`config.mk`:
```
export PLATFORM = sky130hd
export DESIGN_NAME = tpr_ram
export DESIGN_NICKNAME = d
export VERILOG_FILES = /design/src/hdl/tpr_ram.sv
export SDC_FILE = /design/constraint.sdc
export NUM_CORES = 1
export LEC_CHECK = 0
export BUFFER_PORTS_ARGS = -buffer_cell sky130_fd_sc_hd__buf_2
export CAP_MARGIN = 25
export CORE_ASPECT_RATIO = 1.4
export CORE_UTILIZATION = 37
export DETAILED_ROUTE_END_ITERATION = 12
export SYNTH_ARGS = -nofsm -noshare
export SYNTH_HDL_FRONTEND = slang
export SYNTH_SLANG_ARGS = --single-unit
```
`constraint.sdc`:
```
create_clock -name i_clk -period 2.1 [get_ports i_clk]
set_input_delay 0.105 -clock i_clk [delete_from_list [all_inputs] [get_ports i_clk]]
set_output_delay 0.105 -clock i_clk [all_outputs]
set_load 0.01 [all_outputs]
```
`src/hdl/tpr_ram.sv`:
```
// Generic simple dual-port RAM with one write port and a registered read port.
// No dependencies.
module tpr_ram #(
    parameter int WIDTH = 8,
    parameter int DEPTH = 16
) (
    input  logic                             i_clk,
    input  logic                             i_we,
    input  logic [$clog2(DEPTH > 1 ? DEPTH : 2)-1:0] i_waddr,
    input  logic [WIDTH-1:0]                 i_wdata,
    input  logic [$clog2(DEPTH > 1 ? DEPTH : 2)-1:0] i_raddr,
    output logic [WIDTH-1:0]                 o_rdata
);
    logic [WIDTH-1:0] r_mem [DEPTH];

    always_ff @(posedge i_clk) begin
        if (i_we) begin
            r_mem[i_waddr] <= i_wdata;
        end
        o_rdata <= r_mem[i_raddr];
    end
endmodule

```
Word-level counts from Yosys, hierarchy flattened
Memories as Yosys holds them, arrays and structs flattened. A register that Yosys moved wholly into a read port is not among the register bits.
Index checks and enable logic that the tools add are counted.
{ "totals": {"regBits": 0, "latchBits": 0, "ramBits": 128, "rom_bits": 0, "inputBits": 18, "out_inout_bits": 8, "word_cells": 3, "n_memories": 1} }
{ "mem_list": {"columns": ["memory", "words", "word_bits", "read_ports", "rd_clocked_by_memory_dff", "wr", "line_no", "text"], "rows": [
  ["r_mem", 16, 8, 1, 1, 1, "14", "logic [WIDTH-1:0] r_mem [DEPTH];"]
]} }
{ "classes": {"addsub": 0, "multipliers": 0, "div": 0, "n_lt_le_gt_ge": 0, "eq_ne": 0, "shifts": 0, "muxes": 2, "bitwise_logic": 0, "n_reduce_logical": 0} }
{ "ops": {"columns": ["op", "n"], "rows": [
  ["1-bit two-way mux", 2]
]} }

Depth between registers and ports, before layout
Gate-level depths: netlist of run 1.
{ "logic_depth": {"ltp_word": 2, "depth_mapped": 5} }

Least setup slack after synthesis of run 1
OpenSTA, ideal clock, no wires.
{ "synth_timing": {"path_kind": "input-to-reg", "startpoint": "input port i_waddr[2] (netlist bit)", "endpoint": "memory r_mem[0][0] (enable)", "setup_ps": 383, "arrival_ps": 1215, "required_ps": 1717, "path_slack_ps": 502, "stages": 2, "path_cell_list": "or3b_2 nor3_1"} }
{ "synth_lines": {"columns": ["element", "line_no", "text"], "rows": [
  ["from (decl)", "9", "input logic [$clog2(DEPTH > 1 ? DEPTH : 2)-1:0] i_waddr,"],
  ["to (decl)", "14", null]
]} }
Straight into the memory's write port.

==> results of run 1 <==
-- flip-flops by register name, indices dropped and copies added (netlist names) --
register  flops
r_mem       128
o_rdata       8
-- power by group through the flow --
stage	clock [µW]	sequential (µW)	combinational, µW
after floorplan	0	3110	154
after global placement	0	3110	290
after detailed placement	0	3110	294
after CTS	2750	3060	294
after global routing	2880	3060	315
final	2710	3050	289
-- metal layers --
layer	part of all wire [%]	track usage, %
met5	0	0
met2	54	26.4
met3	3.3	4.24
met1	42	18.1
met4	0.54	6.41
-- Yosys cell counts --
library cell     instances  area (µm²)
a22oi_1                 16         120
and2_1                   1        6.26
and2b_1                  1        7.51
buf_2                    3        15.0
buf_4                    1        7.51
buf_6                    3        33.8
clkdlybuf4s25_2          3        30.0
dfxtp_1                  8         160
edfxtp_1               128        3840
mux4_1                  14         368
mux4_2                  18         405
nand2_1                  9        33.8
nand2b_1                 2        12.5
nand3_1                  1        5.00
nand3b_1                 2        15.0
nor2_1                  13        48.8
nor2b_1                  1        6.26
nor3_1                   4        20.0
or3b_2                   1        8.76
-- worst min-delay path by stage --
stage	end	from	depth (start not counted)	slack, ns
after CTS	r_mem[10][0]	i_wdata[0]	1	0.08
final	r_mem[5][2]	i_wdata[2]	1	0.1
after floorplan	r_mem[0][0]	i_wdata[0]	0	0.20
after global routing	r_mem[10][0]	i_wdata[0]	1	0.09
after detailed placement	o_rdata[4]	o_rdata[4]	1	0.50
after global placement	r_mem[12][7]	i_wdata[7]	1	0.50
-- area by class of cell --
type	count	share of cell area [%]
tap	182	3.71
clock inverter	4	0.734
clock buffer	28	8.10
sequential	136	65.3
multi-input combinational	83	17.2
timing repair buffer	44	4.98
-- cell families after synthesis --
| kind of cell | Yosys count | synth area share [%] |
|---|---|---|
| AOI/OAI and AO/OA | 16 | 2.33 |
| and+or+nand+nor | 35 | 3.18 |
| DFF | 136 | 77.8 |
| muxes | 32 | 15.0 |
| buffers and inverters | 10 | 1.68 |
-- through the flow --
step | setup slack (ns) | utilization [%] | instances | power [µW]
2_1_floorplan | 0.502 | - | 229 | 3270
3_3_place_gp | 0.456 | 41.6 | 445 | 3400
3_5_place_dp | 0.483 | 41.6 | 445 | 3400
4_1_cts | 0.729 | 45.6 | 477 | 6100
5_1_grt | 0.646 | 45.6 | 477 | 6250
6_report | 0.734 | 45.6 | 477 | 6050
-- worst register-to-register path, delay by kind of cell, from the launching register on --
kind / cells / cell delay (ns)
multiplexers: 1 / 0.54
flip-flops: 1 / 0.35
AO/OA/AOI/OAI: 1 / 0.26
AND/OR/NAND/NOR: 1 / 0.09
==> summary.md, run 1 <==
| Metric | Value |
|---|---|
| Crit. End Element | `register` |
| Gr usage total | `between 15 and 20%` |
| P_int | `around 4900 µW` |
| Final slew viol count | `0` |
| Yosys cell types | `19` |
| Most frequent cells in the layout | `edfxtp_1 (128), buf_2 (25), mux4_2 (18), clkbuf_16 (17)` |
| DRC viols | `0` |
| Die height | `142 µm` |
| Pin count of the biggest net entering global routing | `33` |
| Critical path's slowest cell | `mux4_1` |
| Rows | `50` |
| Area growth syn-to-layout | `19.2%` |
| Outcome | `finished, final reports clean` |
| Fin crit share | `around 65%` |
| Hold Crit Class | `primary input to register` |
| Clock Skew | `slightly below 0.006 ns` |
| Initial core utilization | `between 30% and 40%` |
| Post-DP Area | `about 5600 µm²` |
| Grt ovf | `0` |
| Wire per inst | `about 21 µm` |
| Syn Inst Count | `between 200 and 250` |
| Port buffer count | `25` |
| Fmax | `approximately 730 MHz` |
| Sw Ratio | `19.3%` |
| Largest stage delay on the critical path | `approximately 0.54 ns` |
| Drt pass-1 iters | `4` |
| Fraction of layout cells with a size suffix above 1 | `around 29%` |
| Final hold violations | `0` |
| RePlAce Congestion | `~0.71` |
| H-tree depth | `4` |
| Vias in the first global route | `~2,600` |
| VDD IR max | `between 400 and 500 µV` |
| Syn_nets | `around 250` |
| Clock Tree Buf Depth | `2` |
| DRT iter0 DRCs | `around 160` |
| P_sw | `between 1000 and 1500 µW` |
| MaxCap Viol Count | `0` |
| Crit-path max FO | `1` |
| TritonCTS buffer count | `17` |
| First-pass GRT wire length | `15,200 µm` |
| Antenna cells | `0` |
| Hold Buf Count CTS | `0` |
| Clock power share | `between 40 and 50%` |
| Cells on worst reg2reg path | `3` |
| Clock Sinks | `about 140` |
| Final WL | `roughly 10000 µm` |
| Final setup fails | `0` |
| Sequential area share after synthesis | `between 70 and 80%` |
| Core area | `roughly 13,000 µm²` |
| Storage cell area | `4000 µm²` |
| Final Net Count | `300` |
| CP required | `approximately 2.4 ns` |
| Die X | `between 100 and 150 µm` |
| Worst setup path category | `register to register` |
| FF-to-FF setup slack | `between 0.7 and 0.8 ns` |
| Fill cells | `between 1,000 and 1,500` |
| Critical Path End | `o_rdata[2]` |
| Rel. slew slack | `about 54%` |
| Initial antenna violation count | `0` |
| Family with the most delay on the worst path | `multiplexers` |
| RSZ-0062 raised after global routing | `false` |
| Seq pwr share | `about half` |
| Postcts setup bufs | `0` |
| Worst R2R End | `o_rdata[2]` |
| Seq cells post-synth | `about 140` |
| Area of the multi-input gates | `1060 µm²` |
| Cell Area, Synth | `approximately 5100 µm²` |
| Design area | `just over 6000 µm²` |
| Sequence of cells on the critical path | `mux4_1, a22oi_1, nand2_1` |
| Crit path from | `r_mem[5][2]` |
| TNS Setup | `0 ns` |
| Clock Tree Root | `clkbuf_16` |
| CTS clk-pin slew, worst paths | `approximately 0.05 ns` |
| Final ANT Viol Nets | `0` |
| Post-Syn Area per Cell | `22.5 µm²` |
| Pwr per Cell Area | `986 nW/µm²` |
| CTS tree | `done` |
| CP bufs+invs | `0` |
| Via/cell ratio | `5.13` |
| Vias post-DR | `about 2,400` |
| Clock latency on the worst-skew pair | `roughly 0.40 ns` |
| Tightest Pin Transition | `roughly 0.69 ns` |
| Hold Slack | `around 0.096 ns` |
| Synth warn | `0` |
| WP depth | `3` |
| LEAKAGE | `around 0.0021 µW` |
| CP Launch Type | `register` |
| Post-DP HPWL | `6620 µm` |
| Arrival time at the worst endpoint | `approximately 1.7 ns` |
| Minimum clock period | `~1.4 ns` |
| Commonest non-fill, non-tap cell in the layout | `edfxtp_1` |
| Die area | `approximately 14,000 µm²` |
| Cts repair resizes | `0` |
| RR Startpoint | `r_mem[5][2]` |
| # IOs | `26` |
| Comb pwr share | `approximately 4.8%` |
No activity file was read; power rests on OpenSTA's default activity.
==> run 2, diff against run 1 <==
==> constraint.sdc (replaced) <==
create_clock -name i_clk -period 1.3 [get_ports i_clk]
set_input_delay 0.065 -clock i_clk [delete_from_list [all_inputs] [get_ports i_clk]]
set_output_delay 0.065 -clock i_clk [all_outputs]
set_load 0.01 [all_outputs]
==> run 2 against run 1 <==
  * Total power grew 62%
  * Global-route usage up 0.64 points
  * Critical endpoint is now o_rdata[3]
  * Critical path depth stayed put
  * Sequential power grew 62%
==> summary.md, run 2 (same netlist as run 1, synthesis figures left out) <==
| Metric | Value |
|---|---|
| Final setup fails | `0 (unchanged)` |
| Hold Slack | `0.0379 ns (was 0.0955 ns)` |
| First-pass GRT wire length | `15,900 µm (was 15,200 µm)` |
| Clock Tree Root | `clkbuf_16 (unchanged)` |
| Max FFs per register | `128 (unchanged)` |
| Clock latency on the worst-skew pair | `0.41 ns (was 0.40 ns)` |
| Most flops, register | `r_mem (unchanged)` |
| Overall power | `9790 µW (was 6050 µW)` |
| Largest stage delay on the critical path | `0.50 ns (was 0.54 ns)` |
| Commonest non-fill, non-tap cell in the layout | `edfxtp_1 (unchanged)` |
| Final Net Count | `313 (was 300)` |
| # IOs | `26 (unchanged)` |
| Pin count of the biggest net entering global routing | `22 (was 33)` |
| CP bufs+invs | `0 (unchanged)` |
| Area growth syn-to-layout | `21.5% (was 19.2%)` |
| CTS clk-pin slew, worst paths | `0.06 ns (was 0.05 ns)` |
| Final ANT Viol Nets | `0 (unchanged)` |
| Rel. slew slack | `41.3% (was 53.9%)` |
| Tightest Pin Transition | `0.878 ns (was 0.689 ns)` |
| Largest registers | `r_mem: 128 flops, o_rdata: 8 flops (unchanged)` |
| Via/cell ratio | `5.14 (was 5.13)` |
| Die area | `14,400 µm² (unchanged)` |
| Fmax | `790 MHz (was 732 MHz)` |
| Crit. End Element | `register (unchanged)` |
| MaxCap Viol Count | `0 (unchanged)` |
| VDD IR max | `895 µV (was 458 µV)` |
| Crit-path max FO | `1 (unchanged)` |
| H-tree depth | `4 (unchanged)` |
| Arrival time at the worst endpoint | `1.57 ns (was 1.65 ns)` |
| Vias in the first global route | `2,661 (was 2,629)` |
| CTS tree | `done (unchanged)` |
| Vias post-DR | `2,517 (was 2,445)` |
| Die X | `102 µm (unchanged)` |
| Clock Sinks | `136 (unchanged)` |
| Final hold violations | `0 (unchanged)` |
| Core area | `13,500 µm² (unchanged)` |
| Fraction of layout cells with a size suffix above 1 | `41.9% (was 29.5%)` |
| Postcts setup bufs | `0 (unchanged)` |
| RSZ-0062 raised after global routing | `true (was false)` |
| CP required | `1.60 ns (was 2.38 ns)` |
| Clock Skew | `0.00847 ns (was 0.00579 ns)` |
| RePlAce Congestion | `0.725 (was 0.711)` |
| Final WL | `10,300 µm (was 9980 µm)` |
| Clock Tree Buf Depth | `2 (unchanged)` |
| Post-DP HPWL | `6880 µm (was 6620 µm)` |
| Port buffer count | `25 (unchanged)` |
| Pwr per Cell Area | `1570 nW/µm² (was 986 nW/µm²)` |
| TNS Setup | `0 ns (unchanged)` |
| DRT iter0 DRCs | `167 (was 162)` |
| Gr usage total | `16.1% (was 15.4%)` |
| Drt pass-1 iters | `4 (unchanged)` |
| Antenna cells | `0 (unchanged)` |
| DRC viols | `0 (unchanged)` |
| Final slew viol count | `0 (unchanged)` |
| Initial antenna violation count | `0 (unchanged)` |
| Hold Buf Count CTS | `0 (unchanged)` |
| Rows | `50 (unchanged)` |
| Wire per inst | `21.0 µm (was 20.9 µm)` |
| Family with the most delay on the worst path | `multiplexers (unchanged)` |
| Worst setup path category | `register to register (unchanged)` |
| Most frequent cells in the layout | `edfxtp_1 (128), mux4_2 (30), buf_4 (28), buf_2 (25), clkbuf_16 (17) (was edfxtp_1 (128), buf_2 (25), mux4_2 (18), clkbuf_16 (17))` |
| LEAKAGE | `0.00208 µW (was 0.00207 µW)` |
| Sequence of cells on the critical path | `mux4_2, a22oi_1, nand2_1 (was mux4_1, a22oi_1, nand2_1)` |
| CP Launch Type | `register (unchanged)` |
| Minimum clock period | `1.27 ns (was 1.37 ns)` |
| Initial core utilization | `38.3% (unchanged)` |
| Outcome | `finished, final reports clean (unchanged)` |
| TritonCTS buffer count | `17 (unchanged)` |
| Grt ovf | `0 (unchanged)` |
| Die height | `142 µm (unchanged)` |
| Critical path's slowest cell | `mux4_2 (was mux4_1)` |
| Fin crit share | `97.3% (was 65.0%)` |
| Hold Crit Class | `primary input to register (unchanged)` |
==> run 2: repair_timing <==
item | CTS | global route
setup endpoints to repair | 4 | 8
pin swaps | 0 | 3
gates resized for setup | 5 | 16
==> run 2: final cells by class <==
type,count,area [µm²]
clock buffers,17,425
clock inverters,15,121
fillers,1133,7190
multi-input cells,83,1060
flip-flops and latches,136,4000
well taps,182,228
repair buffers,57,415
==> run 2: path summary, 6_finish.rpt <==
| path | start | to | cells past startpoint | slack [ns] |
|---|---|---|---|---|
| max reg2reg | r_mem[11][3] | o_rdata[3] | 3 | 0.03 |
| max | r_mem[11][3] | o_rdata[3] | 3 | 0.03 |
| min reg2reg | r_mem[12][2] | o_rdata[2] | 3 | 0.67 |
| min | i_wdata[5] | r_mem[9][5] | 1 | 0.04 |
==> run 2: layer usage <==
layer	part of all wire [%]	global-route usage, %	vias to the layer above
li1	-	-	1095
met1	43	20.7	1334
met2	52	25.6	76
met3	4.5	5.17	12
met4	1.1	5.42	0
met5	0	0	-
==> run 2: per-stage QoR <==
stage                     utilization, %  setup WS [ns]  std cells  instance area [µm²]
after floorplan                        -        -0.0311        229                 5150
after global placement              42.4         -0.151        458                 5710
after detailed placement            42.4         -0.154        458                 5710
after CTS                           46.6        0.00146        490                 6260
after global routing                46.5       -0.00519        490                 6260
final                               46.5         0.0346        490                 6260
==> run 2: report_power, final <==
group | total, µW | internal, µW | switching, µW
Combinational | 527 | 240 | 287
Sequential | 4930 | 4900 | 31.3
Clock | 4330 | 2470 | 1870
==> run 3, diff against run 2 <==
--- a/config.mk
+++ b/config.mk
@@ -5,6 +5,7 @@
 export SDC_FILE = /design/constraint.sdc
 export NUM_CORES = 1
 export LEC_CHECK = 0
+export ABC_AREA = 1
 export BUFFER_PORTS_ARGS = -buffer_cell sky130_fd_sc_hd__buf_2
 export CAP_MARGIN = 25
 export CORE_ASPECT_RATIO = 1.4
==> run 3 against run 2 <==
  * Combinational power rose by 16%
  * Synthesized cell count rose by 140%
  * Largest power group is now the clock network
  * Sequential share of layout area fell by 5.1 points
  * Register-to-register slack improved by 0.26 ns
  * Clock skew fell by 0.0025 ns
  * Global-route usage rose by 1.7 points
  * Critical endpoint is now o_rdata[0]
  * Hold slack got worse by 0.0054 ns
==> summary.md, run 3 <==
| Metric | Value |
|---|---|
| Commonest non-fill, non-tap cell in the layout | `nand2_1 (was edfxtp_1)` |
| Port buffer count | `25 (unchanged)` |
| Antenna cells | `0 (unchanged)` |
| Sequential area share after synthesis | `69.4% (was 77.8%)` |
| Crit path from | `o_rdata[0] (was r_mem[11][3])` |
| Vias post-DR | `3,853 (was 2,517)` |
| Syn Inst Count | `551 (was 229)` |
| CP Launch Type | `register (unchanged)` |
| Final setup fails | `0 (unchanged)` |
| Area contributors post-synth | `edfxtp_1 (67%), nand2_1 (11%), nand3_1 (8.4%) (was edfxtp_1 (75%), mux4_2 (7.9%), mux4_1 (7.1%))` |
| Clock Skew | `0.00598 ns (was 0.00847 ns)` |
| Clock Tree Buf Depth | `2 (unchanged)` |
| Gr usage total | `17.8% (was 16.1%)` |
| Cell Area, Synth | `5770 µm² (was 5150 µm²)` |
| Synth async-reset ratio | `0% (unchanged)` |
| Multiplexer share of the synthesized area | `0% (was 15.0%)` |
| Minimum clock period | `1.07 ns (was 1.27 ns)` |
| Via/cell ratio | `4.82 (was 5.14)` |
| CP bufs+invs | `1 (was 0)` |
| Largest stage delay on the critical path | `0.42 ns (was 0.50 ns)` |
| Fraction of layout cells with a size suffix above 1 | `13.3% (was 41.9%)` |
| Tightest Pin Transition | `0.613 ns (was 0.878 ns)` |
| Overall power | `10,600 µW (was 9790 µW)` |
| Most frequent cells in the layout | `nand2_1 (173), edfxtp_1 (128), inv_1 (100), nand3_1 (97), buf_2 (25) (was edfxtp_1 (128), mux4_2 (30), buf_4 (28), buf_2 (25), clkbuf_16 (17))` |
| Critical path's slowest cell | `dfxtp_1 (was mux4_2)` |
| Core area | `15,100 µm² (was 13,500 µm²)` |
| Clock Tree Root | `clkbuf_16 (unchanged)` |
| Die height | `150 µm (was 142 µm)` |
| Share of the synthesized area in the top cell type | `66.7% (was 74.7%)` |
| DRT iter0 DRCs | `299 (was 167)` |
| Hold Slack | `0.0324 ns (was 0.0379 ns)` |
| H-tree depth | `4 (unchanged)` |
| FF-to-FF setup slack | `0.29 ns (was 0.03 ns)` |
| Worst hold start | `i_wdata[7] (was i_wdata[5])` |
| Final Net Count | `612 (was 313)` |
| EDFF count, synth | `128 (unchanged)` |
| Fill cells | `1,448 (was 1,133)` |
| Most flops, register | `r_mem (unchanged)` |
| Drt pass-1 iters | `5 (was 4)` |
| LEAKAGE | `0.00295 µW (was 0.00208 µW)` |
| Pwr per Cell Area | `1560 nW/µm² (was 1570 nW/µm²)` |
| Synthesized-area fraction occupied by ao, oa, aoi and oai cells | `0% (was 2.33%)` |
| CP required | `1.24 ns (was 1.60 ns)` |
| Fmax | `936 MHz (was 790 MHz)` |
| CTS tree | `done (unchanged)` |
| Post-Synth Simple-Gate Area | `21.0% (was 3.18%)` |
| TritonCTS buffer count | `17 (unchanged)` |
| Largest family of logic cells by synthesized area | `simple AND/OR/NAND/NOR gates (was multiplexers)` |
| Post-synth top flop | `edfxtp_1 (unchanged)` |
| Postcts setup bufs | `0 (unchanged)` |
| Vias in the first global route | `3,796 (was 2,661)` |
| MaxCap Viol Count | `0 (unchanged)` |
| Final hold violations | `0 (unchanged)` |
| # IOs | `26 (unchanged)` |
| RR Startpoint | `r_mem[7][0] (was r_mem[11][3])` |
| Fin crit share | `82.2% (was 97.3%)` |
| Post-Synth Adder-Cell Area | `0% (unchanged)` |
| Yosys cell types | `12 (was 19)` |
| Crit. End Element | `primary output (was register)` |
| Syn_nets | `569 (was 247)` |
| Commonest cells post-synth | `nand2_1 (173), edfxtp_1 (128), inv_1 (100), nand3_1 (97), nor2_1 (17) (was edfxtp_1 (128), mux4_2 (18), a22oi_1 (16), mux4_1 (14), nor2_1 (13))` |
| Setup ws final | `0.232 ns (was 0.0346 ns)` |
| Largest registers | `r_mem: 128 flops, o_rdata: 8 flops (unchanged)` |
| Cell taking the most area after synthesis | `edfxtp_1 (unchanged)` |
| Synth warn | `0 (unchanged)` |
| Post-DP HPWL | `8310 µm (was 6880 µm)` |
| CTS clk-pin slew, worst paths | `0.06 ns (about the same)` |
| Final WL | `13,300 µm (was 10,300 µm)` |
| Outcome | `finished, final reports clean (unchanged)` |
| Initial antenna violation count | `0 (unchanged)` |
| RSZ-0062 raised after global routing | `false (was true)` |
| Pre-CTS setup slack | `0.0604 ns (was -0.154 ns)` |
| Hold Buf Count CTS | `0 (unchanged)` |
| Clock latency on the worst-skew pair | `0.41 ns (about the same)` |
| Post-Syn Area per Cell | `10.5 µm² (was 22.5 µm²)` |
| Hold Crit Class | `primary input to register (unchanged)` |
| Arrival time at the worst endpoint | `1.00 ns (was 1.57 ns)` |
| VDD IR max | `863 µV (was 895 µV)` |
| Cts repair resizes | `0 (was 5)` |
| Post-Synth XOR/XNOR Area | `0% (unchanged)` |
| Wire per inst | `16.7 µm (was 21.0 µm)` |
| Rel. slew slack | `59.1% (was 41.3%)` |
| Final slew viol count | `0 (unchanged)` |
| Most frequent cell after synthesis | `nand2_1 (was edfxtp_1)` |
| Seq cells post-synth | `136 (unchanged)` |
| Final ANT Viol Nets | `0 (unchanged)` |
| Crit-path max FO | `1 (unchanged)` |
| Initial core utilization | `38.1% (was 38.3%)` |
| Rows | `53 (was 50)` |
| Sequence of cells on the critical path | `buf_2 (was mux4_2, a22oi_1, nand2_1)` |
| Grt ovf | `0 (unchanged)` |
| Clock Sinks | `136 (unchanged)` |
| Die area | `16,100 µm² (was 14,400 µm²)` |
| Max FFs per register | `128 (unchanged)` |
| RePlAce Congestion | `0.793 (was 0.725)` |
| Family with the most delay on the worst path | `flip-flops (was multiplexers)` |
| DRC viols | `0 (unchanged)` |
| Pin count of the biggest net entering global routing | `65 (was 22)` |
| Die X | `108 µm (was 102 µm)` |
| Area growth syn-to-layout | `18.0% (was 21.5%)` |
| Worst setup path category | `register to primary output (was register to register)` |
| First-pass GRT wire length | `20,600 µm (was 15,900 µm)` |
| TNS Setup | `0 ns (unchanged)` |
-- run 3: cell types whose count changed after synthesis, moves of 3 or more --
cell,change
nand3_1,+96
buf_4,+3
a22oi_1,-16
nor2_1,+4
nand2_1,+164
nor3_1,-4
clkdlybuf4s25_2,-3
mux4_2,-18
buf_6,+3
inv_1,+100
mux4_1,-14
buf_2,+10
-- run 3: logic make-up after synthesis --
kind of cell / after synthesis
simple gates: 289
buf+inv: 126
flops: 136
-- run 3: worst paths after layout --
check                end  cells past startpoint
max           o_rdata[0]                      1
min          r_mem[9][7]                      1
max reg2reg   o_rdata[0]                      6
min reg2reg   o_rdata[5]                      6
-- run 3: report_power, final --
group          internal (µW)  switching (µW)  total (µW)
Clock                   3220            1840        5060
Sequential              4900            37.0        4940
Combinational            187             423         610
Total                   8300            2300       10600
-- run 3: metrics by stage --
stage               util, %  cells  cell area (µm²)
floorplan                 -    551             5770
global placement       40.8    767             6180
detailed placement     40.8    767             6180
CTS                    45.0    799             6800
global route           45.0    799             6800
finish                 45.0    799             6800
-- run 3: cell type report --
| class | instances | area [µm²] | area share [%] |
|---|---|---|---|
| flip-flops and latches | 136 | 4000 | 58.9 |
| inverters | 102 | 383 | 5.63 |
| well taps | 192 | 240 | 3.53 |
| clock inverters | 15 | 201 | 2.96 |
| multi-input cells | 289 | 1210 | 17.8 |
| repair buffers | 48 | 335 | 4.93 |
| clock buffers | 17 | 425 | 6.25 |
-- run 3: layer usage --
layer	wire length [µm]	share of wire, %	track usage, %	vias up
met3	739	5.6	4.09	24
met1	5550	42	21.9	1832
met4	456	3.4	8.90	0
li1	-	-	-	1859
met2	6570	49	29.3	138
met5	0	0	0	-
