[config.mk]
export PLATFORM = sky130hd
export DESIGN_NAME = tpr_out_queue_flat
export DESIGN_NICKNAME = d
export VERILOG_FILES = /design/src/hdl/tpr_pkg.sv /design/src/hdl/tpr_if.sv /design/src/hdl/tpr_out_queue.sv /design/src/flat_wrapper.sv
export SDC_FILE = /design/constraint.sdc
export NUM_CORES = 1
export LEC_CHECK = 0
export BUFFER_PORTS_ARGS = -buffer_cell sky130_fd_sc_hd__buf_2
export CAP_MARGIN = 20
export CORE_UTILIZATION = 30
export CTS_BUF_LIST = sky130_fd_sc_hd__clkbuf_4
export CTS_CLUSTER_SIZE = 14
export DETAILED_ROUTE_END_ITERATION = 10
export GPL_ROUTABILITY_DRIVEN = 0
export PLACE_DENSITY_LB_ADDON = 0.08
export SETUP_SLACK_MARGIN = 0.15
export SYNTH_ARGS = -nofsm -noshare
export SYNTH_HDL_FRONTEND = slang
export SYNTH_SLANG_ARGS = --single-unit
[constraint.sdc]
create_clock -name i_clk -period 4.15 [get_ports i_clk]
set_clock_uncertainty 0.15 [all_clocks]
set_input_delay 0.2075 -clock i_clk [delete_from_list [all_inputs] [get_ports i_clk]]
set_output_delay 0.2075 -clock i_clk [all_outputs]
set_load 0.05 [all_outputs]
[src/hdl/tpr_pkg.sv]
// Package for the transport stream identifier remapper.
// Holds sizes, the clearing state type and the output queue records.
// No dependencies.
package tpr_pkg;

    localparam int PACKET_BYTES = 188;
    localparam int POS_W        = 8;
    localparam int ID_W         = 13;
    localparam int ID_COUNT     = 8192;
    localparam int ID_AW        = (ID_COUNT > 1) ? $clog2(ID_COUNT) : 1;
    localparam int ENTRY_W      = ID_W + 1;
    localparam int FLAG_W       = 16 - ID_W;

    localparam int Q_DEPTH = 8;
    localparam int Q_AW    = $clog2(Q_DEPTH);
    localparam int Q_CW    = $clog2(Q_DEPTH + 1);
    localparam int Q_ROOM  = Q_DEPTH - 2;

    localparam logic [POS_W-1:0] POS_HDR1 = POS_W'(1);
    localparam logic [POS_W-1:0] POS_HDR2 = POS_W'(2);
    localparam logic [POS_W-1:0] POS_LAST = POS_W'(PACKET_BYTES - 1);

    typedef enum logic {
        ST_CLEAR,
        ST_RUN
    } t_state;

    typedef struct packed {
        logic [7:0] out_byte;
        logic       last;
    } t_q_entry;

    typedef struct packed {
        logic [1:0] num;
        t_q_entry   e0;
        t_q_entry   e1;
    } t_q_push;

endpackage

[src/hdl/tpr_if.sv]


interface tpr_out_if;
    logic       valid;
    logic       ready;
    logic [7:0] out_byte;
    logic       last;

    modport source (output valid, out_byte, last, input ready);
    modport sink (input valid, out_byte, last, output ready);
endinterface

[src/hdl/tpr_out_queue.sv]
// Small result queue that takes one or two bytes a cycle and drives the output channel.
// Depends on tpr_pkg and tpr_out_if.
module tpr_out_queue
    import tpr_pkg::*;
(
    input  logic            i_clk,
    input  logic            i_rst_n,
    input  t_q_push         i_push,
    tpr_out_if.source       o_out,
    output logic [Q_CW-1:0] o_count
);
    t_q_entry        r_entries [Q_DEPTH];
    logic [Q_AW-1:0] r_wr;
    logic [Q_AW-1:0] r_rd;
    logic [Q_CW-1:0] r_count;
    logic [Q_AW-1:0] n_wr;
    logic [Q_AW-1:0] n_rd;
    logic [Q_CW-1:0] n_count;
    logic            w_pop;
    logic [Q_AW-1:0] w_wr1;

    assign w_pop = o_out.valid && o_out.ready;
    assign w_wr1 = r_wr + Q_AW'(1);

    always_comb begin
        n_wr    = r_wr + Q_AW'(i_push.num);
        n_rd    = w_pop ? r_rd + Q_AW'(1) : r_rd;
        n_count = r_count + Q_CW'(i_push.num) - Q_CW'(w_pop);
    end

    always_ff @(posedge i_clk) begin
        if (!i_rst_n) begin
            r_wr    <= '0;
            r_rd    <= '0;
            r_count <= '0;
        end else begin
            r_wr    <= n_wr;
            r_rd    <= n_rd;
            r_count <= n_count;
        end
    end

    always_ff @(posedge i_clk) begin
        if (i_push.num != 2'd0) begin
            r_entries[r_wr] <= i_push.e0;
        end
        if (i_push.num == 2'd2) begin
            r_entries[w_wr1] <= i_push.e1;
        end
    end

    assign o_out.valid    = (r_count != '0);
    assign o_out.out_byte = r_entries[r_rd].out_byte;
    assign o_out.last     = r_entries[r_rd].last;
    assign o_count        = r_count;
endmodule

[src/flat_wrapper.sv]
// flat-port wrapper written by rule: the top's interface ports become plain ports
module tpr_out_queue_flat import tpr_pkg::*;
  (i_clk, i_rst_n, i_push, o_count, o_out_valid, o_out_out_byte, o_out_last, o_out_ready);
  tpr_out_if o_out_i ();
  input  logic i_clk;
  input  logic i_rst_n;
  input  t_q_push i_push;
  output logic [Q_CW-1:0] o_count;
  output wire logic [$bits(o_out_i.valid)-1:0] o_out_valid;
  output wire logic [$bits(o_out_i.out_byte)-1:0] o_out_out_byte;
  output wire logic [$bits(o_out_i.last)-1:0] o_out_last;
  input wire logic [$bits(o_out_i.ready)-1:0] o_out_ready;
  assign o_out_valid = o_out_i.valid;
  assign o_out_out_byte = o_out_i.out_byte;
  assign o_out_last = o_out_i.last;
  assign o_out_i.ready = o_out_ready;
  tpr_out_queue u_core (.i_clk(i_clk), .i_rst_n(i_rst_n), .i_push(i_push), .o_out(o_out_i), .o_count(o_count));
endmodule
# Word level (Yosys, flattened, before mapping)

Memory sizes are Yosys's and may differ from the RTL's. A register that Yosys moved wholly into a read port is not among the register bits.
Index checks and enable logic that the tools add are counted.

Mux-type cells: 6
Equality and inequality tests: 1
Reductions and logical operators: 3
Add/sub/neg operators: 5

Operator list:

| cell                                                           | count |
|---|---|
| 3-bit by 1-bit adder with 3-bit output (second input constant) | 2 |
| 3-bit two-way mux                                              | 2 |
| 4-bit by 2-bit adder with 4-bit output                         | 1 |
| 1-bit two-way mux                                              | 4 |
| 4-bit nonzero test                                             | 1 |
| 4-bit by 1-bit subtractor with 4-bit output                    | 1 |
| 3-bit by 2-bit adder with 3-bit output                         | 1 |
| 2-bit equality test (second input constant)                    | 1 |
| 2-bit nonzero test                                             | 1 |
| 1-bit logical AND                                              | 1 |

Memories kept: 1
RAM bits: 72
Bits of input ports: 23
Logic and storage cells: 19
Output and inout bits: 14
Register bits after elaboration: 10

Memories:

| name             | words | width | rd ports | clocked after Yosys merged registers in | write ports | RTL line            | RTL |
|---|---|---|---|---|---|---|---|
| u_core.r_entries | 8     | 9     | 1        | 1                                       | 2           | tpr_out_queue.sv:12 | `t_q_entry r_entries [Q_DEPTH];` |

# Logic depth before layout (Yosys ltp)

Gate-level depths: netlist of the first run.

Word-level depth: 4
Gate-level depth with buffers: 9
Gate-level depth less buffers: 9

# Worst setup path before layout of the first run

Ideal clock, no wire load.

Path kind: flip-flop to flip-flop
Start point: register u_core.r_count[2], in the netlist u_core.o_count[2]
End point: register u_core.r_count[3], in the netlist u_core.o_count[3]
Slack: 1.279 ns
Data required time: 3.928 ns
Stages on the path, launching flop included: 10
Library setup time: 0.072 ns
Buffers on the path: 0
Period minus slack after synthesis: 2.871 ns
Arrival time: 2.649 ns
Cell sequence: dfxtp_1 -> inv_1 -> ha_1 -> or3b_2 -> nand2_1 -> or2_2 -> ha_1 -> a21o_1 -> a21oi_1 -> mux2i_1

Longest elaborated chain between the ends: 3

RTL lines:

| what                                        | RTL line            | RTL |
|---|---|---|
| start, declared                             | tpr_out_queue.sv:15 | `logic [Q_CW-1:0] r_count;` |
| start signal, assigned                      | tpr_out_queue.sv:39 | `r_count <= n_count;` |
| 4-bit nonzero test                          | tpr_out_queue.sv:52 | `assign o_out.valid = (r_count != '0);` |
| named net o_out_valid                       | flat_wrapper.sv:9   | `output wire logic [$bits(o_out_i.valid)-1:0] o_out_valid;` |
| 1-bit logical AND                           | tpr_out_queue.sv:22 | `assign w_pop = o_out.valid && o_out.ready;` |
| 4-bit by 1-bit subtractor with 4-bit output | tpr_out_queue.sv:28 | `n_count = r_count + Q_CW'(i_push.num) - Q_CW'(w_pop);` |

The timed path passes the listed nets, and every way through them passes these cells.
A chain may end at the register's enable or synchronous reset.

==> results_dict.tcl, run 1 <==
set metrics [dict create \
    maxCapViolations 0 \
    final_common_cell "mux2_2" \
    worstPathArrival_ns 2.98 \
    grt_max_degree 19 \
    synth-simple-area-share 0.0510 \
    timing.final.crit_share 0.704 \
    grt_pass1_vias 2659 \
    crit_fanout 9 \
    num_rows 43 \
    io_pins 37 \
    grt_overflow 0 \
    synth_nets 299 \
    clkPwrFrac 0.208 \
    portBuffers 36 \
    dp_hpwl_um 7080 \
    muxShareOfSynthArea 0.318 \
    seqPwrFrac 0.466 \
    busiest_layer "met2" \
    ys_warn_count 0 \
    synth_area_per_cell_um2 16.5 \
    synthAdderAreaFrac 0.0319 \
    rsz0062_at_grt "no" \
    fmax_mhz 342 \
    ir_worst_vdd_uv 214 \
    swShare 0.341 \
    initial_utilization 0.312 \
    yosysSeqAreaShare 0.551 \
    leakage_nw 1.80 \
    fin_setup_tns_ns 0 \
    num_antenna_cells 0 \
    timing.rr.end "u_core.r_entries[6][4]" \
    layout_common_cells "mux2_2, edfxtp_1, buf_2" \
    fillCellCount 1405 \
    htree_levels 3 \
    grt_pass1_wl_um 16700 \
    die_area_um2 15100 \
    cts_buffer_depth 2 \
    min_from "i_push[4]" \
    via_per_inst 4.88 \
    clkLatencyLatePin_ns 0.43 \
    crit_type "flip-flop to flip-flop" \
    critPathMaxStageDelay_ns 0.55 \
    ys_types 38 \
    nNetsFinal 363 \
    grtUsageMet2 0.250 \
    p_switching_uw 797 \
    final-max-slew-violation-count 0 \
    grt_usage 0.159 \
    cp_slowest_cell "dlygate4sd3_1" \
    wl_per_cell_um 21.0 \
    cp_cell_sequence "ha_1 -> nand4b_1 -> nor2_4 -> mux2_2 -> dlygate4sd3_1" \
    final_core_util 0.363 \
    drive_above_1_share 0.513 \
    ant_nets 0 \
    met3_usage 0.0438 \
    core_region_area_um2 14100 \
    required_ns 4.21 \
    ys_ff_latch 85 \
    status "finished clean" \
    routed_wl_um 10800 \
    hold_violations 0 \
    period_needed_ns 2.92 \
    tightestPinTransition_ns 1.01 \
    cts_resized 0 \
    slew-limit-headroom 0.325 \
    cts_tree "built" \
    cts_root_buf "clkbuf_4" \
    reg2reg_from "u_core.r_wr[0]" \
    drt_iter0_markers 173 \
    netlist_instances 266 \
    hold_end "u_core.r_entries[7][4]" \
    pwr-share-comb 0.326 \
    die_x_um 123 \
    numCtsBuffers 9 \
    gr-usage-met1 0.218 \
    clkTransAtPathRegs_ns 0.13 \
    postCtsSetupBuffers 0 \
    drc_errors 0 \
    holdCritPathClass "input port to flip-flop" \
    die_y_um 123 \
    vias 2513 \
    cp-start-kind "flip-flop" \
    clock-sinks 85 \
    grt_antenna_before_repair 0 \
    synth_top_family_by_area "multiplexers" \
    area.growth.synth_to_final_pct 16.6 \
    synthXorXnorAreaFrac 0.0140 \
    syn-cell-area_um2 4390 \
    p_int_mw 1.54 \
    synth_compound_area_frac 0.0165 \
    end_kind "flip-flop" \
    p_per_area_nw_per_um2 456 \
    r2r_setup_slack_ns 1.23 \
    drt-pass1-iter-count 4 \
    finalSetupViolCount 0 \
    r2r_cells 5 \
    worstHoldPathCells 2 \
]
## layer usage
layer | wire (um) | vias up
met3 | 391 | 6
met2 | 5110 | 46
li1 | - | 1177
met5 | 0 | -
met4 | 87 | 0
met1 | 5240 | 1284
## worst max-delay path, delay by kind of cell, from the launching register on
kind          cells  cell delay (ns)
simple gates      2             0.80
mux               1             0.38
buf+inv           1             0.55
flops             1             0.40
fa+ha+maj         1             0.42
## power groups by stage
stage | clock (mW) | combinational (mW) | sequential, mW
2_1_floorplan | 0 | 0.551 | 1.12
3_3_place_gp | 0 | 0.759 | 1.12
3_5_place_dp | 0 | 0.760 | 1.11
4_1_cts | 0.508 | 0.775 | 1.09
5_1_grt | 0.537 | 0.828 | 1.10
6_report | 0.486 | 0.762 | 1.09
## through the flow
stage | setup slack, ns | power (mW) | area, um2 | hold slack (ns) | cells
floorplan | 1.28 | 1.67 | 4390 | 0.212 | 266
finish | 1.23 | 2.34 | 5120 | 0.0362 | 515
global placement | 1.28 | 1.87 | 4800 | 0.315 | 480
detailed placement | 1.30 | 1.87 | 4810 | 0.336 | 481
global route | 1.08 | 2.47 | 5120 | 0.00775 | 515
CTS | 1.22 | 2.38 | 5110 | 0.000553 | 514
## flip-flops by register name, indices dropped and copies added (netlist names), named ones only
| register | cells |
|---|---|
| u_core.r_entries | 72 |
| u_core.o_count | 4 |
| u_core.r_rd | 3 |
| u_core.r_wr | 3 |
## Yosys cell counts
cell      number  share of area
xnor2_2        1         0.0037
buf_2          1         0.0011
nor2_4         2         0.0051
mux2_2        80           0.21
fa_1           2         0.0091
buf_4          1         0.0017
buf_1          1        0.00085
nand2_2        4         0.0057
nor4b_2        1         0.0034
dfxtp_1       13          0.059
edfxtp_1      72           0.49
nand3_2        2         0.0046
a21o_1         1         0.0017
and4bb_2       1         0.0028
o22ai_1        2         0.0028
nor2b_1        1         0.0014
o21ai_0        5         0.0057
a21oi_1        1         0.0011
clkbuf_1       2         0.0017
or2_2          1         0.0014
and2_1         5         0.0071
mux2i_1        8          0.018
mux2_1         1         0.0026
o31ai_1        2         0.0034
nor3b_1        1         0.0017
ha_1           8          0.023
inv_1          8         0.0068
mux4_2        18          0.092
nand3_1        1         0.0011
buf_6          2         0.0051
nand4b_1       1         0.0020
xor2_4         1         0.0063
nand2_1        8         0.0068
xor2_1         1         0.0020
o21bai_1       1         0.0017
xnor2_1        1         0.0020
or3b_2         1         0.0020
nand2b_1       4         0.0057
## kinds of logic (layout without fill, tap and decap cells)
| logic type | after synthesis | in the layout |
|---|---|---|
| buf+inv | 15 | 84 |
| compound gates | 12 | 12 |
| fa+ha+maj | 10 | 10 |
| simple gates | 33 | 33 |
| xor+xnor | 4 | 4 |
| flops | 85 | 85 |
| mux | 107 | 107 |
## layout make-up
cell class | instances | area (um2) | share of cell area
clock buffers | 13 | 97.6 | 0.0191
clock inverters | 3 | 38.8 | 0.00757
inverters | 8 | 30.0 | 0.00586
multi-input cells | 166 | 1910 | 0.372
flip-flops and latches | 85 | 2420 | 0.473
well taps | 180 | 225 | 0.0440
repair buffers | 60 | 403 | 0.0787
## how the worst max path moves through the flow
| stage | to | slack, ns | cells after the start | from |
|---|---|---|---|---|
| 6_report | u_core.r_entries[6][4] | 1.23 | 5 | u_core.r_wr[0] |
| 5_1_grt | u_core.r_entries[2][6] | 1.08 | 5 | u_core.r_wr[0] |
| 4_1_cts | u_core.r_entries[2][6] | 1.22 | 5 | u_core.r_wr[0] |
| 3_5_place_dp | u_core.r_entries[7][7] | 1.30 | 5 | u_core.r_wr[0] |
| 3_3_place_gp | u_core.r_entries[7][1] | 1.28 | 4 | u_core.r_wr[1] |
| 2_1_floorplan | u_core.o_count[3] | 1.28 | 9 | u_core.o_count[2] |
## repair_timing
action	4_1_cts	5_1_grt
hold buffers	17	0
endpoints found under the hold margin	39	0
setup endpoints to repair	0	0
Note: power is estimated with default switching activity, not from simulation.
==> run 2, diff against run 1 <==
Clock period 4.15 ns to 2.8 ns, I/O delays scaled along.
==> results_dict.tcl, run 2 (synthesized netlist as in run 1, its figures left out) <==
set metrics [dict create \
    grt_overflow 0 \
    nNetsFinal 377 \
    critPathMaxStageDelay_ns 0.49 \
    leakage_nw 1.87 \
    vias 2549 \
    pwr-share-comb 0.328 \
    drt_iter0_markers 91 \
    fin_setup_tns_ns 0 \
    r2r_setup_slack_ns 0.34 \
    wl_per_cell_um 20.6 \
    p_per_area_nw_per_um2 679 \
    grt_usage 0.158 \
    grt_pass1_wl_um 16500 \
    cp_slowest_cell "dfxtp_1" \
    required_ns 2.82 \
    cp_cell_sequence "ha_1 -> nor4b_2 -> nand2_2 -> o31ai_2 -> buf_6" \
    final_common_cell "mux2_2" \
    finalSetupViolCount 0 \
    clkLatencyLatePin_ns 0.46 \
    ant_nets 0 \
    crit_type "flip-flop to flip-flop" \
    seqPwrFrac 0.450 \
    largest_reg_flops 72 \
    routed_wl_um 10900 \
    clkTransAtPathRegs_ns 0.14 \
    via_per_inst 4.83 \
    fmax_mhz 406 \
    reg2reg_from "u_core.r_wr[0]" \
    die_y_um 123 \
    drc_errors 0 \
    hold_violations 0 \
    timing.final.crit_share 0.880 \
    initial_utilization 0.312 \
    p_switching_mw 1.21 \
    grt_antenna_before_repair 0 \
    cts_root_buf "clkbuf_4" \
    cts_tree "built" \
    finalPower_mw 3.58 \
    p_int_mw 2.37 \
    largest-register "u_core.r_entries" \
    clkPwrFrac 0.222 \
    clock-sinks 85 \
    cp-start-kind "flip-flop" \
    io_pins 37 \
    gr-usage-met1 0.223 \
    die_area_um2 15100 \
    tightestPinTransition_ns 0.713 \
    num_antenna_cells 0 \
    end_kind "flip-flop" \
    rsz0062_at_grt "no" \
    maxCapViolations 0 \
    busiest_layer "met2" \
    placedInstanceArea_um2 4890 \
    swShare 0.338 \
    final-max-slew-violation-count 0 \
    layout_common_cells "mux2_2, edfxtp_1, buf_2" \
    r2r_cells 5 \
    area.growth.synth_to_final_pct 19.9 \
    met3_usage 0.0249 \
    worstHoldPathCells 5 \
    cts_buffer_depth 2 \
    portBuffers 36 \
    ir_worst_vdd_uv 233 \
    dp_hpwl_um 7120 \
    core_region_area_um2 14100 \
    timing.rr.end "u_core.r_entries[1][7]" \
    grt_pass1_vias 2674 \
    status "finished clean" \
    numCtsBuffers 9 \
    htree_levels 3 \
    slew-limit-headroom 0.524 \
    num_rows 43 \
    hold_end "u_core.r_wr[2]" \
    drive_above_1_share 0.520 \
    die_x_um 123 \
    min_from "i_push[19]" \
    grt_max_degree 19 \
    grtUsageMet2 0.240 \
    holdCritPathClass "input port to flip-flop" \
    worstPathArrival_ns 2.49 \
    drt-pass1-iter-count 4 \
    period_needed_ns 2.46 \
    crit_fanout 10 \
    post-route-cell-area_um2 5270 \
]
run 2: cell types whose count changed in the layout (fill, tap and decap cells not counted), moves of 2 or more:
| cell | previous run | this run |
|---|---|---|
| clkbuf_4 | 13 | 10 |
| buf_6 | 0 | 2 |
| dlygate4sd3_1 | 17 | 22 |
| buf_4 | 7 | 14 |
run 2: how the worst max path moves through the flow:
stage | startpoint | end | depth (start not counted)
3_3_place_gp | u_core.r_wr[0] | u_core.r_entries[1][2] | 4
2_1_floorplan | u_core.o_count[3] | u_core.o_count[3] | 9
3_5_place_dp | u_core.r_wr[0] | u_core.r_entries[1][3] | 5
6_report | u_core.r_wr[0] | u_core.r_entries[1][7] | 5
5_1_grt | flip-flop | o_out_last | 4
4_1_cts | flip-flop | o_out_last | 4
run 2: area by class of cell:
type                       instances  area, um2
inverter                           8       30.0
sequential                        85       2420
clock buffer                      10       75.1
multi-input combinational        166       1910
tap                              180        225
clock inverter                     5       76.3
fill                            1389       8830
timing repair buffer              74        528
run 2: worst max-delay path: cells and delay by family, from the launching register on:
| kind | cells | cell delay (ns) |
|---|---|---|
| simple gates | 2 | 0.67 |
| fa+ha+maj | 1 | 0.35 |
| compound gates | 1 | 0.28 |
| buf+inv | 1 | 0.23 |
| flops | 1 | 0.49 |
run 2: routing by layer:
| layer | routed length [um] | share of wire | vias to the layer above |
|---|---|---|---|
| li1 | - | - | 1206 |
| met1 | 5490 | 0.51 | 1297 |
| met2 | 4950 | 0.46 | 33 |
| met3 | 226 | 0.021 | 13 |
| met4 | 187 | 0.017 | 0 |
| met5 | 0 | 0 | - |
run 2: power groups by stage:
stage	Sequential (mW)	Clock [mW]	Combinational (mW)
after floorplan	1.66	0	0.825
after global placement	1.64	0	1.15
after detailed placement	1.64	0	1.16
after CTS	1.62	0.827	1.19
after global routing	1.63	0.873	1.28
final	1.61	0.795	1.17
run 2: what timing repair did:
action	in CTS	in global routing
resized for setup	0	1
hold buffers	22	0
endpoints found under the hold margin	85	0
setup buffers	0	0
endpoints found under the setup margin	0	1
run 2: per-stage QoR:
stage          utilization  instances  hold slack, ns  setup slack (ns)
2_1_floorplan            -        266           0.145             0.143
3_3_place_gp         0.346        490           0.314             0.259
3_5_place_dp         0.347        491           0.327             0.347
4_1_cts              0.374        528           0.159             0.184
5_1_grt              0.374        528           0.221             0.244
6_report             0.374        528           0.186             0.337
==> run 3, diff against run 2 <==
Clock period 2.8 ns to 3.15 ns, I/O delays scaled along.
==> results_dict.tcl, run 3 (synthesized netlist as in run 1, its figures left out) <==
set metrics [dict create \
    status "finished clean" \
    die_area_um2 15100 \
    grt_pass1_wl_um 16500 \
    fin_setup_tns_ns 0 \
    critPathMaxStageDelay_ns 0.55 \
    die_y_um 123 \
    fmax_mhz 353 \
    hold_violations 0 \
    crit_cells 5 \
    stdcell_count 544 \
    p_per_area_nw_per_um2 584 \
    cp_top_family "buffers and inverters" \
    crit_type "flip-flop to flip-flop" \
    tightestPinTransition_ns 0.870 \
    portBuffers 36 \
    grt_usage 0.157 \
    drt-pass1-iter-count 4 \
    initial_utilization 0.312 \
    ir_worst_vdd_uv 262 \
    numCtsBuffers 9 \
    via_per_inst 4.79 \
    die_x_um 123 \
    maxCapViolations 0 \
    min_from "i_push[19]" \
    final_common_cell "mux2_2" \
    holdCritPathClass "input port to flip-flop" \
    ant_nets 0 \
    io_pins 37 \
    clkTransAtPathRegs_ns 0.14 \
    timing.final.crit_share 0.899 \
    r2r_cells 5 \
    cts_tree "built" \
    end_kind "flip-flop" \
    cp_slowest_cell "dlygate4sd3_1" \
    setup_ws_ns 0.319 \
    layout_common_cells "mux2_2, edfxtp_1, buf_2" \
    cp_cell_sequence "ha_1 -> xnor2_2 -> nand3_2 -> mux2_2 -> dlygate4sd3_1" \
    grt_antenna_before_repair 0 \
    wl_per_cell_um 20.3 \
    grt_overflow 0 \
    worstPathArrival_ns 2.91 \
    drt_iter0_markers 165 \
    cts_buffer_depth 2 \
    rsz0062_at_grt "no" \
    cts_root_buf "clkbuf_4" \
    nNetsFinal 392 \
    clkLatencyLatePin_ns 0.45 \
    place_ws_ns 0.562 \
    grt_pass1_vias 2770 \
    slew-limit-headroom 0.416 \
    htree_levels 3 \
    place_inst 490 \
    dp_hpwl_um 7170 \
    cts_resized 0 \
    drive_above_1_share 0.516 \
    area.growth.synth_to_final_pct 22.3 \
    required_ns 3.23 \
    period_needed_ns 2.83 \
    cp-start-kind "flip-flop" \
    drc_errors 0 \
    num_antenna_cells 0 \
    grt_max_degree 19 \
    finalSetupViolCount 0 \
    vias 2605 \
    worstHoldPathCells 4 \
    cp-startpoint "u_core.r_wr[0]" \
    clock-sinks 85 \
    critPathBufInv 1 \
    reg2reg_from "u_core.r_wr[0]" \
    crit_fanout 10 \
    core_region_area_um2 14100 \
    largest-register "u_core.r_entries" \
    num_rows 43 \
    largest_reg_flops 72 \
    final-max-slew-violation-count 0 \
    routed_wl_um 11000 \
    leakage_nw 1.94 \
]
## run 3: changes by cell type in the layout (fill, tap and decap cells not counted), sizes merged
cell | previous run | this run
clkinv | 3 | 1
dlygate4sd3 | 22 | 31
clkbuf | 10 | 13
buf | 52 | 58
bufinv | 2 | 1
inv | 8 | 9
## run 3: power by group
| group | switching, mW | total (mW) | internal [mW] |
|---|---|---|---|
| clock network | 0.388 | 0.664 | 0.276 |
| logic | 0.620 | 1.05 | 0.426 |
| registers | 0.0735 | 1.43 | 1.36 |
| total | 1.08 | 3.14 | 2.06 |
## run 3: cell type report
class / instances / area (um2)
well taps: 180 / 225
clock buffers: 13 / 97.6
fillers: 1380 / 8720
flip-flops and latches: 85 / 2420
inverters: 8 / 30.0
clock inverters: 3 / 38.8
repair buffers: 89 / 656
multi-input cells: 166 / 1910
## run 3: repair_timing
item,4_1_cts,5_1_grt
buffers inserted,0,7
endpoints found under the hold margin,85,0
hold buffers,31,0
endpoints found under the setup margin,0,2
## run 3: path summary, 6_finish.rpt
| path | to | slack, ns |
|---|---|---|
| worst max-delay path | u_core.r_entries[3][6] | 0.32 |
| worst min-delay path | u_core.r_wr[1] | 0.04 |
| worst max register to register | u_core.r_entries[3][6] | 0.32 |
| worst min register to register | u_core.r_rd[2] | 0.35 |
## run 3: per-layer routing
metal | global-route usage | vias up | part of all wire
li1 | - | 1238 | -
met2 | 0.244 | 43 | 0.46
met3 | 0.0263 | 21 | 0.023
met5 | 0 | - | 0
met1 | 0.208 | 1303 | 0.48
met4 | 0.0858 | 0 | 0.030
## run 3: worst min-delay path, stage by stage
cell	delay, ns
buf_2	0.13
inv_1	0.11
fa_1	0.17
nor2b_1	0.04
## run 3: metrics by stage
step / utilization / hold WS, ns / area [um2] / power [mW]
finish: 0.381 / 0.0367 / 5380 / 3.14
global route: 0.381 / 0.0535 / 5380 / 3.30
CTS: 0.378 / 0.00410 / 5320 / 3.19
detailed placement: 0.346 / 0.328 / 4880 / 2.49
global placement: 0.346 / 0.314 / 4880 / 2.49
floorplan: - / 0.162 / 4390 / 2.20
